[src/rtl/nixie_pkg.sv]
`default_nettype none
package nixie_pkg;

  // longest fixed animation in seconds, ten ticks each
  localparam int MAX_ANIM_SECONDS = 255;
  localparam int SEC_W            = $clog2(MAX_ANIM_SECONDS + 1);
  localparam int SEC_CMP_W        = (SEC_W > 8) ? SEC_W : 8;
  localparam int PROD_W           = SEC_CMP_W + 4;
  localparam int TICK_W           = 12;
  localparam logic [TICK_W-1:0] TICK_MAX = {TICK_W{1'b1}};

  // event codes
  localparam logic [1:0] CMD_MINUTE    = 2'd0;
  localparam logic [1:0] CMD_HALF_SEC  = 2'd1;
  localparam logic [1:0] CMD_ANIM_TICK = 2'd2;
  localparam logic [1:0] CMD_REFRESH   = 2'd3;

  // register indexes
  localparam logic [2:0] REG_MODE        = 3'd0;
  localparam logic [2:0] REG_MANUAL      = 3'd1;
  localparam logic [2:0] REG_SLEEP_START = 3'd2;
  localparam logic [2:0] REG_SLEEP_END   = 3'd3;
  localparam logic [2:0] REG_ANIM_HOUR   = 3'd4;
  localparam logic [2:0] REG_ANIM_SECS   = 3'd5;

  localparam logic [6:0] MODE_RESET = 7'd25;

  // mode flag bit positions
  localparam int MODE_TUBES  = 0;
  localparam int MODE_MANUAL = 1;
  localparam int MODE_SLEEP  = 2;
  localparam int MODE_LAMP   = 3;
  localparam int MODE_BLINK  = 4;
  localparam int MODE_FIXED  = 5;
  localparam int MODE_HOURLY = 6;

  typedef struct packed {
    logic [6:0]  mode_flags;
    logic [15:0] manual_digits;
    logic [10:0] sleep_start_minute;
    logic [10:0] sleep_end_minute;
    logic [4:0]  fixed_anim_hour;
    logic [7:0]  fixed_anim_seconds;
  } cfg_t;

  typedef struct packed {
    logic [1:0] command;
    logic [4:0] hour;
    logic [5:0] minute;
    logic       first_half;
  } item_t;

  typedef struct packed {
    logic [3:0] digit_one;
    logic [3:0] digit_two;
    logic [3:0] digit_three;
    logic [3:0] digit_four;
    logic       tubes_blank;
    logic       neon_lit;
    logic       animating;
  } result_t;

  // quotient by ten through reciprocal, exact for six-bit values
  function automatic logic [3:0] div10(input logic [5:0] v);
    logic [14:0] p;
    p = {9'd0, v} * 15'd205;
    return p[14:11];
  endfunction

  function automatic logic [3:0] mod10(input logic [5:0] v);
    logic [3:0] q;
    logic [6:0] t;
    logic [6:0] r;
    q = div10(v);
    t = {q, 3'b000} + {2'b00, q, 1'b0};
    r = {1'b0, v} - t;
    return r[3:0];
  endfunction

endpackage
`default_nettype wire

[src/rtl/nixie_clock_display_controller_core.sv]
`default_nettype none
// channel  direction  handshake                 payload
// in_      slave      in_tvalid / in_tready      one event item (tuser command, tdata time)
// out_     master     out_tvalid / out_tready    one display item per event
// cfg_     apb slave  psel, penable, pready      six control registers at 4*index
//
// every item passes from acceptance to result through the input register, then
// through the display logic into the result register
// a new item is accepted every cycle while results are being taken
// stalls: the input register holds while the result register is full and
// unread; in_tready falls only when both stages hold an item
// reset (rst_n low, synchronous) clears the tube state and the valid flags,
// registers return to their reset values
module nixie_clock_display_controller_core (
  input  wire logic        clk,
  input  wire logic        rst_n,
  input  wire logic        in_tvalid,
  output logic             in_tready,
  input  wire logic [15:0] in_tdata,   // hour[4:0], minute[10:5], first_half[11], zero
  input  wire logic [1:0]  in_tuser,   // command[1:0]
  output logic             out_tvalid,
  input  wire logic        out_tready,
  output logic [23:0]      out_tdata,  // digit_one, digit_two, digit_three, digit_four,
                                       // tubes_blank[16], neon_lit[17], animating[18], zero
  input  wire logic        cfg_psel,
  input  wire logic        cfg_penable,
  input  wire logic        cfg_pwrite,
  input  wire logic [4:0]  cfg_paddr,
  input  wire logic [31:0] cfg_pwdata,
  output logic [31:0]      cfg_prdata,
  output logic             cfg_pready
);

  nixie_pkg::cfg_t    cfg;
  nixie_pkg::item_t   item_r;
  nixie_pkg::result_t res;
  nixie_pkg::result_t res_r;
  logic               in_valid_r;
  logic               out_valid_r;
  logic               advance;

  assign cfg_pready = 1'b1;

  nixie_cfg_regs u_cfg (
    .clk     (clk),
    .rst_n   (rst_n),
    .psel    (cfg_psel),
    .penable (cfg_penable),
    .pwrite  (cfg_pwrite),
    .paddr   (cfg_paddr),
    .pwdata  (cfg_pwdata),
    .prdata  (cfg_prdata),
    .cfg     (cfg)
  );

  // item moves from the input register into the result register
  assign advance   = in_valid_r && (!out_valid_r || out_tready);
  assign in_tready = !in_valid_r || advance;

  always_ff @(posedge clk) begin
    if (!rst_n) begin
      in_valid_r <= 1'b0;
    end else if (in_tready) begin
      in_valid_r <= in_tvalid;
    end
  end

  // payload capture, no reset needed
  always_ff @(posedge clk) begin
    if (in_tvalid && in_tready) begin
      item_r.command    <= in_tuser;
      item_r.hour       <= in_tdata[4:0];
      item_r.minute     <= in_tdata[10:5];
      item_r.first_half <= in_tdata[11];
    end
  end

  nixie_engine u_engine (
    .clk   (clk),
    .rst_n (rst_n),
    .en    (advance),
    .item  (item_r),
    .cfg   (cfg),
    .res   (res)
  );

  always_ff @(posedge clk) begin
    if (!rst_n) begin
      out_valid_r <= 1'b0;
    end else if (advance) begin
      out_valid_r <= 1'b1;
    end else if (out_tready) begin
      out_valid_r <= 1'b0;
    end
  end

  always_ff @(posedge clk) begin
    if (advance) begin
      res_r <= res;
    end
  end

  assign out_tvalid = out_valid_r;
  assign out_tdata  = {5'd0, res_r.animating, res_r.neon_lit, res_r.tubes_blank,
                       res_r.digit_four, res_r.digit_three, res_r.digit_two,
                       res_r.digit_one};

  // blank tubes carry zero digits
  a_blank_zero: assert property (@(posedge clk) disable iff (!rst_n)
    out_valid_r && res_r.tubes_blank |-> out_tdata[15:0] == 16'd0)
    else $error("blank result with non-zero digits");

  // animation shows one digit on every tube and never blanks
  a_anim_uniform: assert property (@(posedge clk) disable iff (!rst_n)
    out_valid_r && res_r.animating |->
      !res_r.tubes_blank && res_r.digit_one == res_r.digit_two &&
      res_r.digit_two == res_r.digit_three && res_r.digit_three == res_r.digit_four)
    else $error("animation result not uniform");

  // back pressure only when both stages are occupied and the output stalls
  a_ready: assert property (@(posedge clk) disable iff (!rst_n)
    !in_tready |-> in_valid_r && out_valid_r && !out_tready)
    else $error("input stalled without a full pipeline");

  // lamp switched off means no colon drive
  a_lamp_off: assert property (@(posedge clk) disable iff (!rst_n)
    out_valid_r && !cfg.mode_flags[nixie_pkg::MODE_LAMP] |-> !res_r.neon_lit)
    else $error("colon lit with lamp disabled");

endmodule
`default_nettype wire

[src/rtl/nixie_cfg_regs.sv]
`default_nettype none
module nixie_cfg_regs (
  input  wire logic            clk,
  input  wire logic            rst_n,
  input  wire logic            psel,
  input  wire logic            penable,
  input  wire logic            pwrite,
  input  wire logic [4:0]      paddr,
  input  wire logic [31:0]     pwdata,
  output logic [31:0]          prdata,
  output nixie_pkg::cfg_t      cfg
);

  nixie_pkg::cfg_t cfg_r;
  logic [2:0]      idx;
  logic            wr;

  assign idx = paddr[4:2];
  assign wr  = psel & penable & pwrite;

  always_ff @(posedge clk) begin
    if (!rst_n) begin
      cfg_r.mode_flags         <= nixie_pkg::MODE_RESET;
      cfg_r.manual_digits      <= '0;
      cfg_r.sleep_start_minute <= '0;
      cfg_r.sleep_end_minute   <= '0;
      cfg_r.fixed_anim_hour    <= '0;
      cfg_r.fixed_anim_seconds <= '0;
    end else if (wr) begin
      case (idx)
        nixie_pkg::REG_MODE:        cfg_r.mode_flags         <= pwdata[6:0];
        nixie_pkg::REG_MANUAL:      cfg_r.manual_digits      <= pwdata[15:0];
        nixie_pkg::REG_SLEEP_START: cfg_r.sleep_start_minute <= pwdata[10:0];
        nixie_pkg::REG_SLEEP_END:   cfg_r.sleep_end_minute   <= pwdata[10:0];
        nixie_pkg::REG_ANIM_HOUR:   cfg_r.fixed_anim_hour    <= pwdata[4:0];
        nixie_pkg::REG_ANIM_SECS:   cfg_r.fixed_anim_seconds <= pwdata[7:0];
        default: ;
      endcase
    end
  end

  always_comb begin
    case (idx)
      nixie_pkg::REG_MODE:        prdata = {25'd0, cfg_r.mode_flags};
      nixie_pkg::REG_MANUAL:      prdata = {16'd0, cfg_r.manual_digits};
      nixie_pkg::REG_SLEEP_START: prdata = {21'd0, cfg_r.sleep_start_minute};
      nixie_pkg::REG_SLEEP_END:   prdata = {21'd0, cfg_r.sleep_end_minute};
      nixie_pkg::REG_ANIM_HOUR:   prdata = {27'd0, cfg_r.fixed_anim_hour};
      nixie_pkg::REG_ANIM_SECS:   prdata = {24'd0, cfg_r.fixed_anim_seconds};
      default:                    prdata = '0;
    endcase
  end

  assign cfg = cfg_r;

endmodule
`default_nettype wire

[src/rtl/nixie_engine.sv]
`default_nettype none
module nixie_engine (
  input  wire logic            clk,
  input  wire logic            rst_n,
  input  wire logic            en,
  input  wire nixie_pkg::item_t item,
  input  wire nixie_pkg::cfg_t  cfg,
  output nixie_pkg::result_t    res
);

  logic [4:0]                     clock_hour_r, clock_hour_nxt;
  logic [5:0]                     clock_minute_r, clock_minute_nxt;
  logic                           blink_phase_r, blink_phase_nxt;
  logic                           anim_running_r, anim_running_nxt;
  logic [nixie_pkg::TICK_W-1:0]   anim_ticks_r, anim_ticks_nxt;
  logic [nixie_pkg::TICK_W-1:0]   anim_limit_r, anim_limit_nxt;
  logic [3:0]                     anim_digit_r, anim_digit_nxt;

  logic [nixie_pkg::SEC_CMP_W-1:0] sec;
  logic [nixie_pkg::PROD_W-1:0]    prod;
  logic [nixie_pkg::TICK_W-1:0]    long_limit;
  logic [nixie_pkg::TICK_W-1:0]    ticks_inc;
  logic [10:0]                     now;
  logic                            in_sleep;
  logic [6:0]                      mf;

  assign mf = cfg.mode_flags;

  // long animation limit: clamp seconds, times ten, saturate
  always_comb begin
    sec = nixie_pkg::SEC_CMP_W'(cfg.fixed_anim_seconds);
    if (sec > nixie_pkg::SEC_CMP_W'(nixie_pkg::MAX_ANIM_SECONDS))
      sec = nixie_pkg::SEC_CMP_W'(nixie_pkg::MAX_ANIM_SECONDS);
    prod = {1'b0, sec, 3'b000} + {3'b000, sec, 1'b0};
    if (prod > nixie_pkg::PROD_W'(nixie_pkg::TICK_MAX))
      long_limit = nixie_pkg::TICK_MAX;
    else
      long_limit = prod[nixie_pkg::TICK_W-1:0];
  end

  assign ticks_inc = anim_ticks_r + 1'b1;

  always_comb begin
    clock_hour_nxt   = clock_hour_r;
    clock_minute_nxt = clock_minute_r;
    blink_phase_nxt  = blink_phase_r;
    anim_running_nxt = anim_running_r;
    anim_ticks_nxt   = anim_ticks_r;
    anim_limit_nxt   = anim_limit_r;
    anim_digit_nxt   = anim_digit_r;
    if (en) begin
      case (item.command)
        nixie_pkg::CMD_MINUTE: begin
          clock_hour_nxt   = item.hour;
          clock_minute_nxt = item.minute;
          if (!anim_running_r && item.minute == 6'd0) begin
            if (mf[nixie_pkg::MODE_FIXED] && item.hour == cfg.fixed_anim_hour) begin
              anim_running_nxt = 1'b1;
              anim_ticks_nxt   = '0;
              anim_digit_nxt   = 4'd0;
              anim_limit_nxt   = long_limit;
            end else if (mf[nixie_pkg::MODE_HOURLY]) begin
              anim_running_nxt = 1'b1;
              anim_ticks_nxt   = '0;
              anim_digit_nxt   = 4'd0;
              anim_limit_nxt   = nixie_pkg::TICK_W'(10);
            end
          end
        end
        nixie_pkg::CMD_HALF_SEC: blink_phase_nxt = item.first_half;
        nixie_pkg::CMD_ANIM_TICK: begin
          if (anim_running_r) begin
            anim_ticks_nxt = ticks_inc;
            // digit tracks ticks mod ten; a wrap of the count restarts it
            if (ticks_inc == '0 || anim_digit_r == 4'd9)
              anim_digit_nxt = 4'd0;
            else
              anim_digit_nxt = anim_digit_r + 4'd1;
            if (ticks_inc >= anim_limit_r)
              anim_running_nxt = 1'b0;
          end
        end
        nixie_pkg::CMD_REFRESH: ;
        default: ;
      endcase
    end
  end

  always_ff @(posedge clk) begin
    if (!rst_n) begin
      clock_hour_r   <= '0;
      clock_minute_r <= '0;
      blink_phase_r  <= 1'b0;
      anim_running_r <= 1'b0;
      anim_ticks_r   <= '0;
      anim_limit_r   <= '0;
      anim_digit_r   <= '0;
    end else begin
      clock_hour_r   <= clock_hour_nxt;
      clock_minute_r <= clock_minute_nxt;
      blink_phase_r  <= blink_phase_nxt;
      anim_running_r <= anim_running_nxt;
      anim_ticks_r   <= anim_ticks_nxt;
      anim_limit_r   <= anim_limit_nxt;
      anim_digit_r   <= anim_digit_nxt;
    end
  end

  // minute of day, hour*60 as hour*64 - hour*4
  assign now = {clock_hour_nxt, 6'b000000} - {4'b0000, clock_hour_nxt, 2'b00}
             + {5'b00000, clock_minute_nxt};

  always_comb begin
    if (cfg.sleep_start_minute <= cfg.sleep_end_minute)
      in_sleep = (now >= cfg.sleep_start_minute) && (now < cfg.sleep_end_minute);
    else
      in_sleep = (now >= cfg.sleep_start_minute) || (now < cfg.sleep_end_minute);
  end

  always_comb begin
    res.digit_one   = 4'd0;
    res.digit_two   = 4'd0;
    res.digit_three = 4'd0;
    res.digit_four  = 4'd0;
    res.tubes_blank = 1'b0;
    if (anim_running_nxt) begin
      res.digit_one   = anim_digit_nxt;
      res.digit_two   = anim_digit_nxt;
      res.digit_three = anim_digit_nxt;
      res.digit_four  = anim_digit_nxt;
    end else if (!mf[nixie_pkg::MODE_TUBES]) begin
      res.tubes_blank = 1'b1;
    end else if (mf[nixie_pkg::MODE_MANUAL]) begin
      res.digit_one   = cfg.manual_digits[15:12];
      res.digit_two   = cfg.manual_digits[11:8];
      res.digit_three = cfg.manual_digits[7:4];
      res.digit_four  = cfg.manual_digits[3:0];
    end else if (mf[nixie_pkg::MODE_SLEEP] && in_sleep) begin
      res.tubes_blank = 1'b1;
    end else begin
      res.digit_one   = nixie_pkg::div10({1'b0, clock_hour_nxt});
      res.digit_two   = nixie_pkg::mod10({1'b0, clock_hour_nxt});
      res.digit_three = nixie_pkg::div10(clock_minute_nxt);
      res.digit_four  = nixie_pkg::mod10(clock_minute_nxt);
    end

    // colon lamp
    if (!mf[nixie_pkg::MODE_LAMP])
      res.neon_lit = 1'b0;
    else if (mf[nixie_pkg::MODE_BLINK])
      res.neon_lit = blink_phase_nxt;
    else
      res.neon_lit = 1'b1;

    res.animating = anim_running_nxt;
  end

endmodule
`default_nettype wire

[config.mk]
export PLATFORM = sky130hd
export DESIGN_NAME = nixie_clock_display_controller_core
export DESIGN_NICKNAME = d
export VERILOG_FILES = /design/src/rtl/nixie_pkg.sv /design/src/rtl/nixie_clock_display_controller_core.sv /design/src/rtl/nixie_cfg_regs.sv /design/src/rtl/nixie_engine.sv
export SDC_FILE = /design/constraint.sdc
export NUM_CORES = 1
export LEC_CHECK = 0
export ABC_AREA = 1
export BUFFER_PORTS_ARGS = -buffer_cell sky130_fd_sc_hd__buf_2
export CAP_MARGIN = 20
export CELL_PAD_IN_SITES_DETAIL_PLACEMENT = 0
export CELL_PAD_IN_SITES_GLOBAL_PLACEMENT = 2
export CORE_MARGIN = 1.5
export CORE_UTILIZATION = 37
export DETAILED_ROUTE_END_ITERATION = 12
export PLACE_DENSITY = 0.95
export SLEW_MARGIN = 5
export SYNTH_ARGS = -nofsm -noshare
export SYNTH_HDL_FRONTEND = slang
export SYNTH_SLANG_ARGS = --single-unit
export TNS_END_PERCENT = 5
[constraint.sdc]
create_clock -name clk -period 12.47 [get_ports clk]
set_input_delay 2.494 -clock clk [delete_from_list [all_inputs] [get_ports clk]]
set_output_delay 2.494 -clock clk [all_outputs]
set_load 0.02 [all_outputs]
# == Word level (Yosys, flattened, before mapping) ==
# Cells that the tools add are included.
# Widths: inputs -> output; s select.
# classes
n_addsub,9
multipliers,2
magnitude_cmp,6
n_eq_ne,12
n_mux,41
n_bitwise,2
reduce_logical,28
# op_table
cell,count
$pmux 16 s6,1
$mux 12,7
$mux 16,3
$mux 4,6
$pmux 12 s2,1
$mux 1,15
$mul 6x8->14 const B,1
$mux 14,1
$mul 5x8->13 const B,1
$add 11x9->12,1
$add 12x1->12 const B,1
$ge 12x12->1,1
$gt 12x12->1 const B,1
$logic_not 12->1,1
$mux 6,2
$reduce_and 2->1,6
$add 11x6->11,1
$ge 11x11->1,1
$le 11x11->1,1
$lt 11x11->1,1
$sub 11x7->11,1
$mux 5,2
$gt 8x8->1 const B,1
$mux 8,1
other kinds (25),42
# word_totals
regBits,134
in_bits,62
output_inout_bits,59
wordCells,126

# == Logic depth before layout (Yosys ltp) ==
# Gate-level depths: netlist of run 1.
# depth
word_depth,14
mapped_depth,37
ltp_nobuf,36

# == Hierarchy ==
# A second synthesis of run 1 with hierarchy kept.
# hier_totals
hier_cells,1389
area_unflattened_um2,9616.7
# modules_own_cells
module,n_inst,cells_each,area_per_inst_um2
nixie_engine,1,849,5401.4
nixie_cfg_regs,1,486,3076.7
nixie_clock_display_controller_core,1,54,1138.6

# == Least setup slack after synthesis of run 1 ==
# Ideal clock, no wire load.
# synth_timing
kind,input-to-reg
from,in out_tready
to,"reg res_r, in the netlist out_tdata[15], data pin"
setup_ns,0.255
t_arrival_ns,6.493
required_time_ns,12.215
slack_ns,5.722
cell_stages,27
path_cell_list,inv_1 -> nand2_1 -> nand2_2 -> nor2_8 -> buf_6 -> o21ai_0 -> ha_1 -> ha_1 -> fa_1 -> ha_1 -> a21oi_1 -> o21ai_0 -> a22oi_1 -> nand2_1 -> or2_1 -> inv_1 -> ha_1 -> xor2_2 -> inv_1 -> nand3_1 -> nand3_1 -> nand2_1 -> nand2_1 -> nand3_1 -> nand2_1 -> nand2_1 -> nand2_1
# synth_rtl
element,line_no,text
"start, declared",nixie_clock_display_controller_core.sv:22,"input wire logic out_tready,"
"end signal, assigned",nixie_clock_display_controller_core.sv:99,res_r <= res;
"end, declared",nixie_clock_display_controller_core.sv:37,nixie_pkg::result_t res_r;

==> results of run 1 <==
## worst paths after layout
check        depth (start not counted)                       end  slack, ps
min reg2reg                          2  u_engine.anim_limit_r[7]        470
max reg2reg                         33             out_tdata[15]       7040
min                                  2  u_engine.anim_limit_r[7]        470
max                                 29             out_tdata[15]       5370
## layout make-up
class	instances	share of cell area
inverter	168	0.0622
sequential	133	0.295
tap	319	0.0394
clock buffer	19	0.0427
multi-input combinational	841	0.500
timing repair buffer	81	0.0412
clock inverter	13	0.0196
## cells in the final DEF (no fill, tap or decap), types with 15 or more instances in the layout
master     count
o22ai_1       15
clkbuf_16     17
nand4_1       16
dfxtp_1      100
o21ai_0       83
conb_1        22
buf_2         76
ha_1          94
edfxtp_1      33
a21oi_1      111
inv_1        162
nand2_1      211
xor2_1        21
nand3_1       46
nor2_1       107
## metal layers
metal | vias up | share of wire | GRT usage
met4 | 0 | 0.016 | 0.0543
met2 | 137 | 0.50 | 0.357
li1 | 4031 | - | -
met5 | - | 0 | 0
met1 | 3607 | 0.45 | 0.262
met3 | 25 | 0.039 | 0.0348
## stage by stage
stage	hold slack [ps]	setup WS, ps
after global placement	455	5080
after CTS	469	5420
after global routing	493	4980
after detailed placement	459	5010
after floorplan	441	5720
final	467	5370
## logic make-up after synthesis
kind of cell	synth area share
other	0.000843
buffers and inverters	0.103
and+or+nand+nor	0.207
AOI/OAI and AO/OA	0.173
DFF	0.336
adders and majority gates	0.150
xor gates and xnor gates	0.0291
## sequential cells by signal, indices dropped and copies added, names as in the netlist
signal                   flops
u_engine.clock_minute_r      6
out_tvalid                   1
out_tdata                   19
u_engine.blink_phase_r       1
u_engine.anim_ticks_r       12
u_cfg.cfg                   58
u_engine.anim_running_r      1
u_engine.anim_limit_r       11
item_r                      14
in_valid_r                   1
u_engine.anim_digit_r        4
u_engine.clock_hour_r        5
## power by group through the flow
stage | Combinational (mW) | Sequential (mW) | Clock (mW)
2_1_floorplan | 0.139 | 0.473 | 0
4_1_cts | 0.190 | 0.461 | 0.553
3_3_place_gp | 0.186 | 0.471 | 0
5_1_grt | 0.216 | 0.462 | 0.575
6_report | 0.189 | 0.461 | 0.546
3_5_place_dp | 0.189 | 0.471 | 0
## tightest hold or removal path: stages, from the launching register on
cell and delay (ps):
dfxtp_1 310, nand2_1 60, a21oi_1 50
==> results.ini, run 1 <==
[run_status]
status=completed

[global_routing]
grt_max_degree=58
antenna_found_initial=0
grt_pass1_wl_um=38900
overflow=0
grt_usage=0.206
grt_pass1_vias=7312

[floorplanning]
start_util=0.378
ios=121
die_area_um2=25000
num_rows=56
die_w_um=158
die_h_um=158
core_um2=23500

[setup_path]
slowest_stage=fa_1
timing.critical_path.mode_cell=nand2_1
r2r_start=item_r[12]
cp-startpoint=out_tready
cp.arrival_ps=7280
crit_buf_inv=5
critPathCaptureType=flip-flop
cp.required_ps=12650
path_max_fanout=12
cpPeakStageDelay_ps=490
critPathLaunchType=primary input
critPathTopFamily=simple AND/OR/NAND/NOR gates
worstSetupPathType=in2reg

[clock_network]
clock_latency_ps=440
cts_resized=0
clockBufferDepth=2
cts.clk_slew.worst_paths_ps=70
cts_buffers=17
tritoncts=built
cts_max_level=4
cts-root-buf=clkbuf_16
cts_sinks=133
cts_setup_buffers=0
cts_hold_buf=0

[routing]
post_drt_wl_per_cell_um=15.7
drt_iter0_markers=494
routed_via_density=4.96
routed_wl_um=24800
dr.pass1.iters=5
drcViolationCount=0
routed-via-count=7800
drtAntennaViolNets=0

[yosys]
synth_most_common_cell=nand2_1
synth-seq-cells=133
ys_seq_area_frac=0.336
synth_edf_count=33
ys_async_sr_fraction=0
synth_cell_types=55
syn_area_per_cell_um2=7.60
yosysWarnings=0
netlist.top_cell.by_area=dfxtp_1
netlist_area_um2=8900
synth_ff_type=dfxtp_1
ys_top_cells_by_area=dfxtp_1 22%, ha_1 13%, edfxtp_1 11%, nand2_1 8.9%, inv_1 6.8%
synth_common_cells=211 x nand2_1, 162 x inv_1, 111 x a21oi_1
netlist.area_leader.share=0.225
syn_inst=1172

[sta]
tightest_slew_ps=1110
setup_viol=0
maxSlewHeadroom=0.255
rsz0062_at_grt=no
hold_viol_final=0
slew_violations=0
fin_skew_ps=8.93
final.min_clock_period_ps=7100
fmax_mhz=141
setup-tns-final_ps=0
min_period_over_period=0.570

[power]
power_density_nw_per_um2=118
report.power.total_mw=1.20
switchingPower_mw=0.339
p_leak_nw=4.70
power_frac_seq=0.385
peakVddDrop_mv=0.0807
clkPwrFrac=0.456
p_comb_frac=0.158
internal_power_mw=0.858
switching_share=0.283

[cells_and_area]
final_core_util=0.431
final_layout_size_suffix_gt1_frac=0.124
multi_input_area_um2=5070
stdcell_area_um2=10100
fin_cells=1574
diodes=0
regArea_um2=2990
fillers=2434
finalNetCount=1406
area_delta_synth_final_pct=13.9

[run]
max_cap_violations=0

[placed_design]
dpl.cell_count=1542
portBuffers=76
gp_congestion=0.865
placed_area_um2=9510
hpwlAfterDp_um=19400

[worst_hold_path]
min_from=u_engine.anim_limit_r[7]
hp-class=reg2reg

(Power assumes the default switching activity.)
==> run 2: changes to the inputs <==
CORE_UTILIZATION = 31   (was 37)
PLACE_DENSITY = 0.88   (was 0.95)
clock period = 6.4 ns   (was 12.47 ns; I/O delays follow)
==> run 2 against run 1 <==
Critical path depth fell by 1. Sequential share of layout area shrank 0.31 points. Sequential power grew 95%. Clock skew rose by 1.7 ps. Clock-buffer cell count is 2 lower. Via count up 0.82%. Non-clock buffer count is 6 higher. Largest power group unchanged.
==> results.ini, run 2 (synthesis results as in run 1) <==
[run_status]
status=completed

[clock_network]
cts-root-buf=clkbuf_16
cts_resized=0
cts_hold_buf=0
tritoncts=built
cts_sinks=133
clockBufferDepth=2
cts_buffers=17
cts.clk_slew.worst_paths_ps=60
cts_setup_buffers=0
clock_latency_ps=430
cts_max_level=4

[routing]
routed_wl_um=25300
dr.pass1.iters=7
routed_via_density=4.80
routed-via-count=7864
drt_iter0_markers=514
drtAntennaViolNets=0
post_drt_wl_per_cell_um=15.4
drcViolationCount=0

[floorplanning]
num_rows=61
die_area_um2=29800
start_util=0.318
die_h_um=172
die_w_um=172
ios=121
core_um2=28000

[sta]
final.min_clock_period_ps=5650
min_period_over_period=0.882
setup-tns-final_ps=0
fin_hold_ws_ps=468
setup_viol=0
slew_violations=0
maxSlewHeadroom=0.237
rsz0062_at_grt=no
hold_viol_final=0
fmax_mhz=177
tightest_slew_ps=1140
layout_setup_ws_ps=752
fin_skew_ps=10.7

[setup_path]
cp.arrival_ps=5830
worstSetupPathType=in2reg
path_max_fanout=14
cp.required_ps=6580
critPathCaptureType=flip-flop
critPathLaunchType=primary input

[global_routing]
grt_pass1_vias=7530
grt_pass1_wl_um=40000
overflow=0
grt_max_degree=58
antenna_found_initial=0
grt_usage=0.177

[placed_design]
portBuffers=76
dp_slack_ps=318
placed_area_um2=9630
dpl.cell_count=1607
gp_congestion=0.844
hpwlAfterDp_um=20000

[cells_and_area]
regArea_um2=2990
finalNetCount=1412
final_common_cell=nand2_1
diodes=0
area_delta_synth_final_pct=15.1
top_register=u_cfg.cfg
fin_cells=1639
largest_reg_flops=58
final_cell_mix=211 x nand2_1, 162 x inv_1, 111 x a21oi_1
fillers=2964
final_core_util=0.366
multi_input_area_um2=5070
final_layout_size_suffix_gt1_frac=0.129
stdcell_area_um2=10200

[power]
power_density_nw_per_um2=227
peakVddDrop_mv=0.118
p_leak_nw=4.72
report.power.total_mw=2.32

[worst_hold_path]
hp-class=reg2reg

[run]
max_cap_violations=0

==> run 2: final timing paths <==
check,start,end,slack (ps),depth (start not counted)
worst min register to register,u_engine.anim_limit_r[8],u_engine.anim_limit_r[8],470,2
worst max register to register,item_r[12],out_tdata[15],1230,26
worst max-delay path,out_tready,out_tdata[15],750,28
worst min-delay path,u_engine.anim_limit_r[8],u_engine.anim_limit_r[8],470,2
==> run 2: power breakdown <==
| part | switching, mW | total [mW] | internal (mW) | leakage, nW |
|---|---|---|---|---|
| Combinational | 0.252 | 0.382 | 0.130 | 3.30 |
| Clock | 0.420 | 1.04 | 0.624 | 0.299 |
| Sequential | 0.0132 | 0.898 | 0.885 | 1.13 |
| Total | 0.686 | 2.32 | 1.64 | 4.72 |
==> run 2: worst max-delay path: stages <==
cell,delay (ps)
buf_2,80
inv_1,40
nand2_1,150
nand2_2,160
nor2_8,290
o21ai_0,250
ha_1,340
inv_1,60
fa_1,400
fa_1,480
ha_1,320
a21oi_1,200
o21ai_0,110
a22oi_1,210
nand2_1,100
or2_1,280
inv_1,70
ha_1,190
xor2_2,150
inv_1,50
nand3_1,90
nand3_1,100
nand2_1,80
nand2_1,40
nand3_1,110
nand2_1,80
nand2_1,60
nand2_1,50
==> run 2: routing by layer <==
layer,share of wire,track usage
met2,0.49,0.309
met5,0,0
met4,0.021,0.0605
met3,0.045,0.0295
met1,0.45,0.219
==> run 2: layout make-up <==
type                    count  share of cell area
multi-input cells         841               0.495
clock buffers              17              0.0415
clock inverters            15              0.0189
repair buffers             87              0.0452
well taps                 378              0.0462
flip-flops and latches    133               0.292
inverters                 168              0.0615
